### config.mk
export PLATFORM = sky130hd
export DESIGN_NAME = linear_probe_hash_table
export DESIGN_NICKNAME = d
export VERILOG_FILES = /design/src/rtl/lpht_pkg.sv /design/src/rtl/linear_probe_hash_table.sv /design/src/rtl/lpht_ram.sv /design/src/rtl/lpht_hash.sv
export SDC_FILE = /design/constraint.sdc
export NUM_CORES = 2
export LEC_CHECK = 0
export BUFFER_PORTS_ARGS = -buffer_cell sky130_fd_sc_hd__buf_2
export CAP_MARGIN = 20
export CORE_MARGIN = 10
export CORE_UTILIZATION = 50
export CTS_CLUSTER_SIZE = 14
export DETAILED_ROUTE_END_ITERATION = 8
export PLACE_DENSITY = 0.75
export SLEW_MARGIN = 20
export SYNTH_ARGS = -nofsm -noshare
export SYNTH_HDL_FRONTEND = slang
export SYNTH_SLANG_ARGS = --single-unit
export TNS_END_PERCENT = 5
### constraint.sdc
create_clock -name clk -period 8.4 [get_ports clk]
set_input_delay 0.42 -clock clk [delete_from_list [all_inputs] [get_ports clk]]
set_output_delay 0.42 -clock clk [all_outputs]
set_load 0.1 [all_outputs]
### src/rtl/lpht_pkg.sv
// shared types, field widths, command and status codes of the hash table
// no dependencies
package lpht_pkg;

  localparam int DEF_TABLE_SIZE = 16;

  localparam int CMD_W    = 2;
  localparam int PHONE_W  = 34;
  localparam int NAME_W   = 64;
  localparam int STATUS_W = 2;
  localparam int SLOT_W   = 4;
  localparam int PROBE_W  = 5;
  localparam int ENTRY_W  = PHONE_W + NAME_W;

  // 3*phone+5 needs two bits more than the phone number
  localparam int HASH_W      = PHONE_W + 2;
  localparam int HASH_DIGITS = HASH_W / 2;
  localparam int HASH_OFS    = 5;

  localparam logic [CMD_W-1:0] CMD_INSERT      = 2'd0;
  localparam logic [CMD_W-1:0] CMD_INSERT_REPL = 2'd1;
  localparam logic [CMD_W-1:0] CMD_SEARCH      = 2'd2;

  localparam logic [STATUS_W-1:0] ST_STORED = 2'd0;
  localparam logic [STATUS_W-1:0] ST_FULL   = 2'd1;
  localparam logic [STATUS_W-1:0] ST_FOUND  = 2'd2;
  localparam logic [STATUS_W-1:0] ST_MISS   = 2'd3;

  localparam logic [PROBE_W-1:0] PROBE_MAX = '1;

  typedef struct packed {
    logic [CMD_W-1:0]   cmd;
    logic [PHONE_W-1:0] phone;
    logic [NAME_W-1:0]  name_key;
  } in_t;

  typedef struct packed {
    logic [STATUS_W-1:0] status;
    logic [SLOT_W-1:0]   slot;
    logic [PROBE_W-1:0]  probe_count;
  } out_t;

  typedef struct packed {
    logic [PHONE_W-1:0] phone;
    logic [NAME_W-1:0]  name;
  } entry_t;

  // 3*phone + 5 by shift and add
  function automatic logic [HASH_W-1:0] make_hash_arg(input logic [PHONE_W-1:0] phone);
    logic [HASH_W-1:0] p;
    p = HASH_W'(phone);
    return (p << 1) + p + HASH_W'(HASH_OFS);
  endfunction

endpackage

### src/rtl/linear_probe_hash_table.sv
// linear probing hash table of phone/name entries, top level and sequencer
// depends on lpht_pkg, lpht_hash, lpht_ram
//
//   channel  | ports                          | payload
//   ---------+--------------------------------+------------------------------
//   input    | in_valid, in_stall, in_data    | cmd, phone, name_key
//   result   | out_valid, out_stall, out_data | status, slot, probe_count
//
// one transaction at a time: the hash takes two bits a cycle of 3*phone+5, then dispatches
// insert scans one slot a cycle, up to TABLE_SIZE; with replace, an occupied home entry is
// read and rehashed; if not at its own home it moves to a free slot by a scan; search checks
// and compares up to TABLE_SIZE probes, ending on a miss; then the output register is loaded
// reset clears the valid bits and the occupancy count
// a new transaction is taken while a result waits on out_stall
module linear_probe_hash_table #(
  parameter int TABLE_SIZE = lpht_pkg::DEF_TABLE_SIZE
) (
  input  logic          clk,
  input  logic          rst_n,
  input  logic          in_valid,
  output logic          in_stall,
  input  lpht_pkg::in_t  in_data,
  output logic          out_valid,
  input  logic          out_stall,
  output lpht_pkg::out_t out_data
);
  import lpht_pkg::*;

  localparam int IW = $clog2(TABLE_SIZE);
  localparam int OW = IW + 1;
  localparam logic [OW-1:0] FULL_COUNT = OW'(TABLE_SIZE);
  localparam logic [IW-1:0] LAST_SLOT  = IW'(TABLE_SIZE - 1);

  typedef enum logic [3:0] {
    S_IDLE,
    S_HASH,        // waiting for the home slot of the new item
    S_SCAN,        // looking for the first free slot for the new item
    S_REPL_RD,     // home entry read out, hashing its phone
    S_REPL_HASH,   // waiting for the home slot of the resident entry
    S_REPL_SCAN,   // looking for a free slot for the displaced entry
    S_SRCH_CHK,    // probe slot valid check, ram read issued
    S_SRCH_CMP,    // compare probed entry
    S_REPLY        // hand result to the output register
  } state_t;

  state_t state_r, state_nxt;

  // control
  logic [TABLE_SIZE-1:0] valid_r, valid_nxt;
  logic [OW-1:0]         occ_r, occ_nxt;
  logic                  out_valid_r, out_valid_nxt;
  out_t                  out_data_r, out_data_nxt;

  // working registers of the current transaction
  logic [CMD_W-1:0]    cmd_r, cmd_nxt;
  logic [PHONE_W-1:0]  phone_r, phone_nxt;
  logic [NAME_W-1:0]   name_r, name_nxt;
  logic [IW-1:0]       home_r, home_nxt;
  logic [IW-1:0]       cur_r, cur_nxt;
  logic [OW-1:0]       round_r, round_nxt;
  logic [PROBE_W-1:0]  probes_r, probes_nxt;
  logic [STATUS_W-1:0] status_r, status_nxt;
  logic [IW-1:0]       slot_r, slot_nxt;
  entry_t              old_r, old_nxt;

  // hash unit and ram hookup
  logic              hash_start, hash_done;
  logic [HASH_W-1:0] hash_arg;
  logic [IW-1:0]     hash_home;
  logic              ram_we;
  logic [IW-1:0]     ram_waddr, ram_raddr;
  entry_t            ram_wdata, rd_entry;
  logic [ENTRY_W-1:0] ram_rdata;
  entry_t            new_entry;
  logic [IW-1:0]     cur_next;

  lpht_hash #(.TABLE_SIZE(TABLE_SIZE)) u_hash (
    .clk   (clk),
    .rst_n (rst_n),
    .start (hash_start),
    .arg   (hash_arg),
    .done  (hash_done),
    .home  (hash_home)
  );

  lpht_ram #(.WIDTH(ENTRY_W), .DEPTH(TABLE_SIZE)) u_entries (
    .clk   (clk),
    .we    (ram_we),
    .waddr (ram_waddr),
    .wdata (ram_wdata),
    .raddr (ram_raddr),
    .rdata (ram_rdata)
  );

  assign rd_entry  = entry_t'(ram_rdata);
  assign new_entry = '{phone: phone_r, name: name_r};
  // wrap around at the end of the table
  assign cur_next  = (cur_r == LAST_SLOT) ? '0 : cur_r + IW'(1);

  always_comb begin
    state_nxt     = state_r;
    valid_nxt     = valid_r;
    occ_nxt       = occ_r;
    out_valid_nxt = out_valid_r;
    out_data_nxt  = out_data_r;
    cmd_nxt       = cmd_r;
    phone_nxt     = phone_r;
    name_nxt      = name_r;
    home_nxt      = home_r;
    cur_nxt       = cur_r;
    round_nxt     = round_r;
    probes_nxt    = probes_r;
    status_nxt    = status_r;
    slot_nxt      = slot_r;
    old_nxt       = old_r;
    hash_start    = 1'b0;
    hash_arg      = make_hash_arg(in_data.phone);
    ram_we        = 1'b0;
    ram_waddr     = cur_r;
    ram_wdata     = new_entry;
    ram_raddr     = cur_r;

    // result taken downstream
    if (out_valid_r && !out_stall) begin
      out_valid_nxt = 1'b0;
    end

    case (state_r)
      S_IDLE: begin
        if (in_valid) begin
          cmd_nxt    = in_data.cmd;
          phone_nxt  = in_data.phone;
          name_nxt   = in_data.name_key;
          hash_start = 1'b1;
          state_nxt  = S_HASH;
        end
      end

      S_HASH: begin
        // read the home entry in case replacement needs it
        ram_raddr = hash_home;
        if (hash_done) begin
          home_nxt   = hash_home;
          cur_nxt    = hash_home;
          round_nxt  = '0;
          probes_nxt = '0;
          slot_nxt   = '0;
          case (cmd_r)
            CMD_INSERT, CMD_INSERT_REPL: begin
              if (occ_r == FULL_COUNT) begin
                status_nxt = ST_FULL;
                state_nxt  = S_REPLY;
              end else if (cmd_r == CMD_INSERT_REPL && valid_r[hash_home]) begin
                state_nxt = S_REPL_RD;
              end else begin
                state_nxt = S_SCAN;
              end
            end
            CMD_SEARCH: begin
              state_nxt = S_SRCH_CHK;
            end
            default: begin
              // unused command: no change, report a miss
              status_nxt = ST_MISS;
              state_nxt  = S_REPLY;
            end
          endcase
        end
      end

      S_SCAN: begin
        if (!valid_r[cur_r]) begin
          ram_we           = 1'b1;
          valid_nxt[cur_r] = 1'b1;
          occ_nxt          = occ_r + OW'(1);
          status_nxt       = ST_STORED;
          slot_nxt         = cur_r;
          state_nxt        = S_REPLY;
        end else begin
          cur_nxt = cur_next;
        end
      end

      S_REPL_RD: begin
        old_nxt    = rd_entry;
        hash_arg   = make_hash_arg(rd_entry.phone);
        hash_start = 1'b1;
        state_nxt  = S_REPL_HASH;
      end

      S_REPL_HASH: begin
        if (hash_done) begin
          if (hash_home == home_r) begin
            // resident is at its own home: plain insert from home
            state_nxt = S_SCAN;
          end else begin
            // new item takes the home slot, resident moves on
            ram_we    = 1'b1;
            ram_waddr = home_r;
            slot_nxt  = home_r;
            cur_nxt   = cur_next;
            state_nxt = S_REPL_SCAN;
          end
        end
      end

      S_REPL_SCAN: begin
        if (!valid_r[cur_r]) begin
          ram_we           = 1'b1;
          ram_wdata        = old_r;
          valid_nxt[cur_r] = 1'b1;
          occ_nxt          = occ_r + OW'(1);
          status_nxt       = ST_STORED;
          state_nxt        = S_REPLY;
        end else begin
          cur_nxt = cur_next;
        end
      end

      S_SRCH_CHK: begin
        if (round_r == FULL_COUNT || !valid_r[cur_r]) begin
          status_nxt = ST_MISS;
          slot_nxt   = '0;
          state_nxt  = S_REPLY;
        end else begin
          state_nxt = S_SRCH_CMP;
        end
      end

      S_SRCH_CMP: begin
        if (probes_r != PROBE_MAX) begin
          probes_nxt = probes_r + PROBE_W'(1);
        end
        if (rd_entry == new_entry) begin
          status_nxt = ST_FOUND;
          slot_nxt   = cur_r;
          state_nxt  = S_REPLY;
        end else begin
          cur_nxt   = cur_next;
          round_nxt = round_r + OW'(1);
          state_nxt = S_SRCH_CHK;
        end
      end

      S_REPLY: begin
        // wait while the previous result is still stalled
        if (!out_valid_r || !out_stall) begin
          out_valid_nxt            = 1'b1;
          out_data_nxt.status      = status_r;
          out_data_nxt.slot        = SLOT_W'(slot_r);
          out_data_nxt.probe_count = probes_r;
          state_nxt                = S_IDLE;
        end
      end

      default: begin
        state_nxt = S_IDLE;
      end
    endcase
  end

  // state, occupancy and registered outputs
  always_ff @(posedge clk) begin
    if (!rst_n) begin
      state_r     <= S_IDLE;
      valid_r     <= '0;
      occ_r       <= '0;
      out_valid_r <= 1'b0;
    end else begin
      state_r     <= state_nxt;
      valid_r     <= valid_nxt;
      occ_r       <= occ_nxt;
      out_valid_r <= out_valid_nxt;
      out_data_r  <= out_data_nxt;
    end
  end

  // transaction working registers, no reset needed
  always_ff @(posedge clk) begin
    cmd_r    <= cmd_nxt;
    phone_r  <= phone_nxt;
    name_r   <= name_nxt;
    home_r   <= home_nxt;
    cur_r    <= cur_nxt;
    round_r  <= round_nxt;
    probes_r <= probes_nxt;
    status_r <= status_nxt;
    slot_r   <= slot_nxt;
    old_r    <= old_nxt;
  end

  assign in_stall  = (state_r != S_IDLE);
  assign out_valid = out_valid_r;
  assign out_data  = out_data_r;

endmodule

### src/rtl/lpht_ram.sv
// generic single write port ram with registered read
// no dependencies
module lpht_ram #(
  parameter int WIDTH = 8,
  parameter int DEPTH = 16,
  localparam int AW = (DEPTH > 1) ? $clog2(DEPTH) : 1
) (
  input  logic             clk,
  input  logic             we,
  input  logic [AW-1:0]    waddr,
  input  logic [WIDTH-1:0] wdata,
  input  logic [AW-1:0]    raddr,
  output logic [WIDTH-1:0] rdata
);

  logic [WIDTH-1:0] mem_r [DEPTH];
  logic [WIDTH-1:0] rdata_r;

  always_ff @(posedge clk) begin
    if (we) begin
      mem_r[waddr] <= wdata;
    end
    rdata_r <= mem_r[raddr];
  end

  assign rdata = rdata_r;

endmodule

### src/rtl/lpht_hash.sv
// iterative home slot unit: (3*phone+5) mod table size, two bits per cycle
// depends on lpht_pkg
module lpht_hash #(
  parameter int TABLE_SIZE = lpht_pkg::DEF_TABLE_SIZE,
  localparam int IW = $clog2(TABLE_SIZE)
) (
  input  logic                        clk,
  input  logic                        rst_n,
  input  logic                        start,
  input  logic [lpht_pkg::HASH_W-1:0] arg,
  output logic                        done,
  output logic [IW-1:0]               home
);
  import lpht_pkg::*;

  localparam int RW = IW + 2;
  localparam int CW = $clog2(HASH_DIGITS + 1);
  localparam logic [RW-1:0] MOD1 = RW'(TABLE_SIZE);
  localparam logic [RW-1:0] MOD2 = RW'(2 * TABLE_SIZE);
  localparam logic [RW-1:0] MOD3 = RW'(3 * TABLE_SIZE);

  logic [HASH_W-1:0] arg_r;
  logic [IW-1:0]     rem_r, rem_nxt;
  logic [CW-1:0]     cnt_r;
  logic              busy_r, done_r;
  logic [RW-1:0]     part;

  // remainder stays below the modulus, so 4*rem+digit is below four times it
  always_comb begin
    part = {rem_r, arg_r[HASH_W-1 -: 2]};
    if (part >= MOD3) begin
      rem_nxt = IW'(part - MOD3);
    end else if (part >= MOD2) begin
      rem_nxt = IW'(part - MOD2);
    end else if (part >= MOD1) begin
      rem_nxt = IW'(part - MOD1);
    end else begin
      rem_nxt = IW'(part);
    end
  end

  always_ff @(posedge clk) begin
    if (!rst_n) begin
      busy_r <= 1'b0;
      done_r <= 1'b0;
      cnt_r  <= '0;
    end else begin
      done_r <= 1'b0;
      if (start) begin
        busy_r <= 1'b1;
        cnt_r  <= CW'(HASH_DIGITS);
      end else if (busy_r) begin
        cnt_r <= cnt_r - CW'(1);
        if (cnt_r == CW'(1)) begin
          busy_r <= 1'b0;
          done_r <= 1'b1;
        end
      end
    end
  end

  always_ff @(posedge clk) begin
    if (start) begin
      arg_r <= arg;
      rem_r <= '0;
    end else if (busy_r) begin
      arg_r <= arg_r << 2;
      rem_r <= rem_nxt;
    end
  end

  assign done = done_r;
  assign home = rem_r;

endmodule

; ---- Yosys cells after proc, flatten, opt, wreduce, memory -nomap -nowiden
; Memories as Yosys holds them, arrays and structs flattened. A register that Yosys moved wholly into a read port is not among the register bits.
; Index checks and enable logic that the tools add are counted.
[word_totals]
reg_bits = 306
ram_bits = 1568
input_bits = 104
output_inout_bits = 13
elab_cells = 181
memories = 1
[memory_table]
columns = memory, depth, width, rd, rd_clocked_by_memory_dff, write_ports, line_no
row1 = u_entries.mem_r, 16, 98, 1, 1, 1, lpht_ram.sv:16  ; logic [WIDTH-1:0] mem_r [DEPTH];
[op_classes]
add_sub_neg = 12
n_lt_le_gt_ge = 6
eq_ne = 31
mux = 73
n_bitwise = 4
reduce_logical = 30
[op_table]
columns = cell, count
row1 = 98-bit 2-to-1 mux, 2
row2 = 36-bit 2-to-1 mux, 3
row3 = 4-bit 2-to-1 mux, 27
row4 = 98-bit == test, 1
row5 = 35-bit by 34-bit adder with 36-bit output, 2
row6 = "36-bit by 3-bit adder with 36-bit output, second input constant", 2
row7 = 4-bit case mux with 8 select lines, 1
row8 = 5-bit 2-to-1 mux, 5
row9 = "2-bit != test, second input constant", 10
row10 = 4-bit case mux with 5 select lines, 1
row11 = 5-bit case mux with 2 select lines, 2
row12 = 1-bit 2-to-1 mux, 17
row13 = "4-bit by 3-bit == test with 1-bit output, second input constant", 4
row14 = 16-bit OR, 1
row15 = 4-bit case mux with 4 select lines, 1
row16 = "5-bit by 1-bit adder with 5-bit output, second input constant", 3
row17 = 7-bit AND reduction, 2
row18 = "6-bit >= comparator, second input constant", 2
row19 = 4-bit nonzero test, 3
row20 = "4-bit by 1-bit subtractor with 4-bit output, second input constant", 3
row21 = "5-bit == test, second input constant", 2
row22 = "4-bit by 5-bit less-than comparator with 1-bit output, second input constant", 2
row23 = 2-bit 2-to-1 mux, 5
row24 = 3-bit AND reduction, 3
row25 = other kinds (34), 52

; ---- Longest topological paths before layout
[logic_depth]
word_depth = 8
ltp_mapped = 13
ltp_nobuf = 13

; ---- Modules after synthesis
; From an unflattened synthesis, not the netlist that was laid out.
[unflattened]
cells_unflattened = 4033
area_unflattened_um2 = 78584.1
[by_module_without_submodules]
columns = mod, n_inst, cells_each, area_each_um2, seq_area_each_um2
row1 = lpht_ram, 1, 2510, 60516.8, 49047.0
row2 = linear_probe_hash_table, 1, 1401, 16111.7, 7517.2
row3 = lpht_hash, 1, 122, 1955.6, 1301.2

; ---- Worst setup path before layout
; OpenSTA, ideal clock, no wires.
[synth_timing]
path_type = reg2reg
from = reg cur_r[0]
to = mem u_entries.mem_r[5][0] (netlist name), enable pin
setup_ns = 0.556
t_arrival_ns = 6.319
required_time_ns = 7.844
path_slack_ns = 1.525
path_stages_with_launch = 8
n_path_buf = 2
period_less_slack_ns = 6.875
cell_sequence = edfxtp_1 -> buf_2 -> mux4_2 -> mux4_2 -> nor2b_1 -> buf_2 -> a32oi_1 -> nor2_1
[synth_via]
elab_chain_len = 6
word_cells_on_any_way = 9
classes_between = mux (9)
[synth_lines]
columns = element, line_no
row1 = start: declaration, linear_probe_hash_table.sv:59  ; logic [IW-1:0] cur_r, cur_nxt;
row2 = start signal: assignment, linear_probe_hash_table.sv:284  ; cur_r <= cur_nxt;
row3 = 1-bit binary-select mux with 4-bit select, "linear_probe_hash_table.sv:172, linear_probe_hash_table.sv:208"
row4 = 1-bit 2-to-1 mux (implied by the code), "linear_probe_hash_table.sv:172, linear_probe_hash_table.sv:208"
row5 = 1-bit 2-to-1 mux, "linear_probe_hash_table.sv:172, linear_probe_hash_table.sv:208"
row6 = 1-bit case mux with 2 select lines, linear_probe_hash_table.sv:128  ; case (state_r)
row7 = 1-bit 2-to-1 mux, lpht_ram.sv:20  ; if (we) begin
row8 = 1-bit 2-to-1 mux (implied by the code), lpht_ram.sv:21  ; mem_r[waddr] <= wdata;
row9 = end: declaration, lpht_ram.sv:16
; Several ways; a longest one is shown, not always the timed one. The select of a mux whose other input is x is not followed.

; ---- Worst setup path in the final report
[layout_timing]
from = reg cur_r[0]
to = mem u_entries.mem_r[13][33] (netlist name), enable pin
; Same word-level chain as after synthesis.

==> results.md <==
- Syn Inst Count: 4292
- Die Span Y: 419 µm
- Worst Hold Depth: 2
- Ratio of cells with drive above 1 in the final layout: 21.3%
- Peak VDD IR: 0.000338 V
- Final GP Congestion: 0.819
- All-layer global routing usage: 21.1%
- Total number of vias: 41900
- Sink Count: 1972
- First-pass GRT wire length: 277 mm
- GRT overflow: 0
- First-pass DRT Iterations: 7
- Synth cell types: 72
- PD cells: 360 nW/µm²
- Vias per cell: 6.16
- Routed wire length per instance: 27.4 µm
- Worst slew margin: 25.9%
- FF/Latch Area: 57900 µm²
- Initial DRC Count: 5230
- Antenna-violating nets left: 0
- Setup CP Type: reg -> reg
- Synthesis-to-finish area growth: 13.4%
- Clock Tree Buf Depth: 3
- Slew Viols, Final: 0
- Combinational Power Share: 32.9%
- Critical path arrival: 5.78 ns
- RR Startpoint: cur_r[0]$_DFFE_PP_
- Clk_lat worst skew: 0.84 ns
- CP max FO: 51
- Die W: 419 µm
- Worst min path class: in -> reg
- Total of max-cap violations: 0
- Mapped Area: 79400 µm²
- Top FF cell, synth: edfxtp_1
- Clock-pin slew on the worst setup and hold paths: 0.06 ns
- P_leak: 29.6 nW
- Final Setup Violations: 0
- Port Buffers: 116
- Clk_skew: 0.0771 ns
- Required time worst endpoint: 8.79 ns
- CTS buffer count: 190
- Tot Pwr: 32.4 mW
- Top post-synthesis cells by count: 1837 x edfxtp_1, 402 x mux4_2, 285 x nand2_1, 148 x clkbuf_1, 146 x ha_1
- # IOs: 117
- H-tree Lvls: 4
- Syn Area/Cell: 18.5 µm²
- Setup TNS: 0 ns
- CTS tree: built
- Footprint of the multi-input gates: 20700 µm²
- Share of the synthesized area in the top cell type: 69.5%
- Internal power: 21.7 mW
- Number of synthesized flops with an enable pin: 1837
- Maximum clock rate: 0.186 GHz
- Reg power frac: 40.4%
- Root buffer cell: clkbuf_16
- Startpoint types: flip-flop
- RSZ-0062 raised after global routing: false
- Syn_nets: 4544
- Final min period: 5.39 ns
- R2R Path End: u_entries.mem_r[13][33]$_DFFE_PP_
- Top post-synthesis cells by area: edfxtp_1 69%, mux4_2 11%, dfxtp_1 3.4%
- Clk pwr share: 26.6%
- Asr flop ratio synth: 0%
- DIE AREA: 175000 µm²
- Post-layout util: 56.9%
- Outcome: completed
- Post-CTS Setup Bufs: 0
- Vias in the first global route: 42200
- # DRC: 0
- Sw Share: 33.0%
- Core Area: 158000 µm²
- HPWL Detailed: 104 mm
- Slew @ Worst Pin: 1.11 ns
- Core Rows: 146
- Yosys warns: 0
- Final hold vios: 0
- Routed WL: 186 mm
- Worst hold path endpoint: state_r[3]$_SDFFE_PN0P_
- Filler Cells Inserted: 11400
- Min-delay src: rst_n
- Synthesized flop and latch total: 1972
- CP Capture Type: flip-flop
- Starting density of the core: 50.2%
- Most numerous cell in the Yosys netlist: edfxtp_1
- Fin nets: 4818
- Sequential area share after synthesis: 72.9%
- Largest net degree at the start of global routing: 127
- Reg2reg path depth: 8
- R2R Setup Slk: 3.01 ns
- Leading area contributor after synthesis: edfxtp_1
- Initial antenna violation count: 3
- Sw Pwr: 10.7 mW
- Final critical-path share of the clock period: 64.2%
-- stage by stage --
stage / cell area [µm²] / std cells / hold WS [ns] / setup slack, ns
detailed placement: 82600 / 6344 / 0.414 / 3.00
global placement: 82600 / 6342 / 0.420 / 3.10
CTS: 90000 / 6800 / 0.0913 / 2.97
finish: 90100 / 6802 / 0.148 / 3.01
floorplan: 79400 / 4292 / 0.400 / 1.52
global route: 90100 / 6802 / 0.151 / 2.74
-- worst max-delay path by stage --
stage                                   from                                 to  slack (ns)  cells after the start
final                     cur_r[0]$_DFFE_PP_  u_entries.mem_r[13][33]$_DFFE_PP_        3.01                      8
after global routing      cur_r[0]$_DFFE_PP_  u_entries.mem_r[13][33]$_DFFE_PP_        2.74                      8
after global placement    cur_r[0]$_DFFE_PP_  u_entries.mem_r[13][10]$_DFFE_PP_        3.10                      8
after CTS                 cur_r[0]$_DFFE_PP_  u_entries.mem_r[13][33]$_DFFE_PP_        2.97                      8
after floorplan           cur_r[0]$_DFFE_PP_    u_entries.mem_r[5][0]$_DFFE_PP_        1.52                      7
after detailed placement  cur_r[0]$_DFFE_PP_  u_entries.mem_r[13][10]$_DFFE_PP_        3.00                      8
-- power by group through the flow --
stage / Clock, mW / Sequential, mW / Combinational, mW
6_report: 8.63 / 13.1 / 10.7
5_1_grt: 9.13 / 13.2 / 11.6
4_1_cts: 8.75 / 13.1 / 10.7
3_5_place_dp: 0 / 13.3 / 10.6
3_3_place_gp: 0 / 13.2 / 10.4
2_1_floorplan: 0 / 12.9 / 7.76
-- layout by cell type, fill, tap and decap left out, types with 57 or more instances in the layout --
master / count
mux2_2: 93
clkbuf_16: 192
buf_2: 116
a211oi_1: 116
a21oi_1: 98
dlygate4sd3_1: 101
a31oi_1: 126
nand2_1: 284
edfxtp_1: 1837
buf_4: 68
ha_1: 146
mux4_2: 402
inv_1: 57
dfxtp_1: 135
nor2_1: 83
xnor2_1: 101
and2_1: 108
-- flip-flops by register name, indices dropped and copies added (netlist names), 2 cells and up --
name / cells
u_entries.mem_r: 1568
old_r: 98
u_entries.rdata: 98
name_r: 64
u_hash.arg_r: 36
phone_r: 34
valid_r: 16
out_data: 11
occ_r: 5
probes_r: 5
round_r: 5
u_hash.cnt_r: 5
cur_r: 4
home_r: 4
slot_r: 4
state_r: 4
u_hash.home: 4
cmd_r: 2
status_r: 2
-- metal layers --
metal	wire length (µm)	vias to the layer above	track usage [%]
met1	74900	21600	29.8
met3	17500	271	4.46
met2	89000	2153	33.4
li1	-	17800	-
met4	4730	0	5.75
met5	0	-	0
-- area by class of cell --
class                      count  area share (%)
sequential                  1972            64.2
multi-input combinational   2048            22.9
clock buffer                 275            5.99
tap                         2072            2.88
timing repair buffer         295            2.56
clock inverter                80            1.14
inverter                      59           0.257
antenna                        1         0.00278
-- repair_timing --
item	in CTS	in global routing
endpoints found under the setup margin	0	0
hold endpoints to repair	102	0
gates resized for setup	0	0
hold buffers	101	0
-- cells by family after synthesis --
logic type	count (synthesis)	share of synthesized area, %
buf+inv	272	1.38
compound gates	553	4.61
mux	513	12.9
simple gates	681	4.16
fa+ha+maj	148	2.35
flops	1972	72.9
xor+xnor	153	1.69
-- worst max-delay path, stage by stage, from the launching register on --
cell and delay (ns):
edfxtp_1 0.72, mux4_2 0.59, mux4_2 0.57, nor2b_1 0.52, buf_4 0.33, a32oi_1 0.39
nor2_4 0.21, buf_4 0.74, buf_4 0.88
Note: power is estimated with default switching activity, not from simulation.
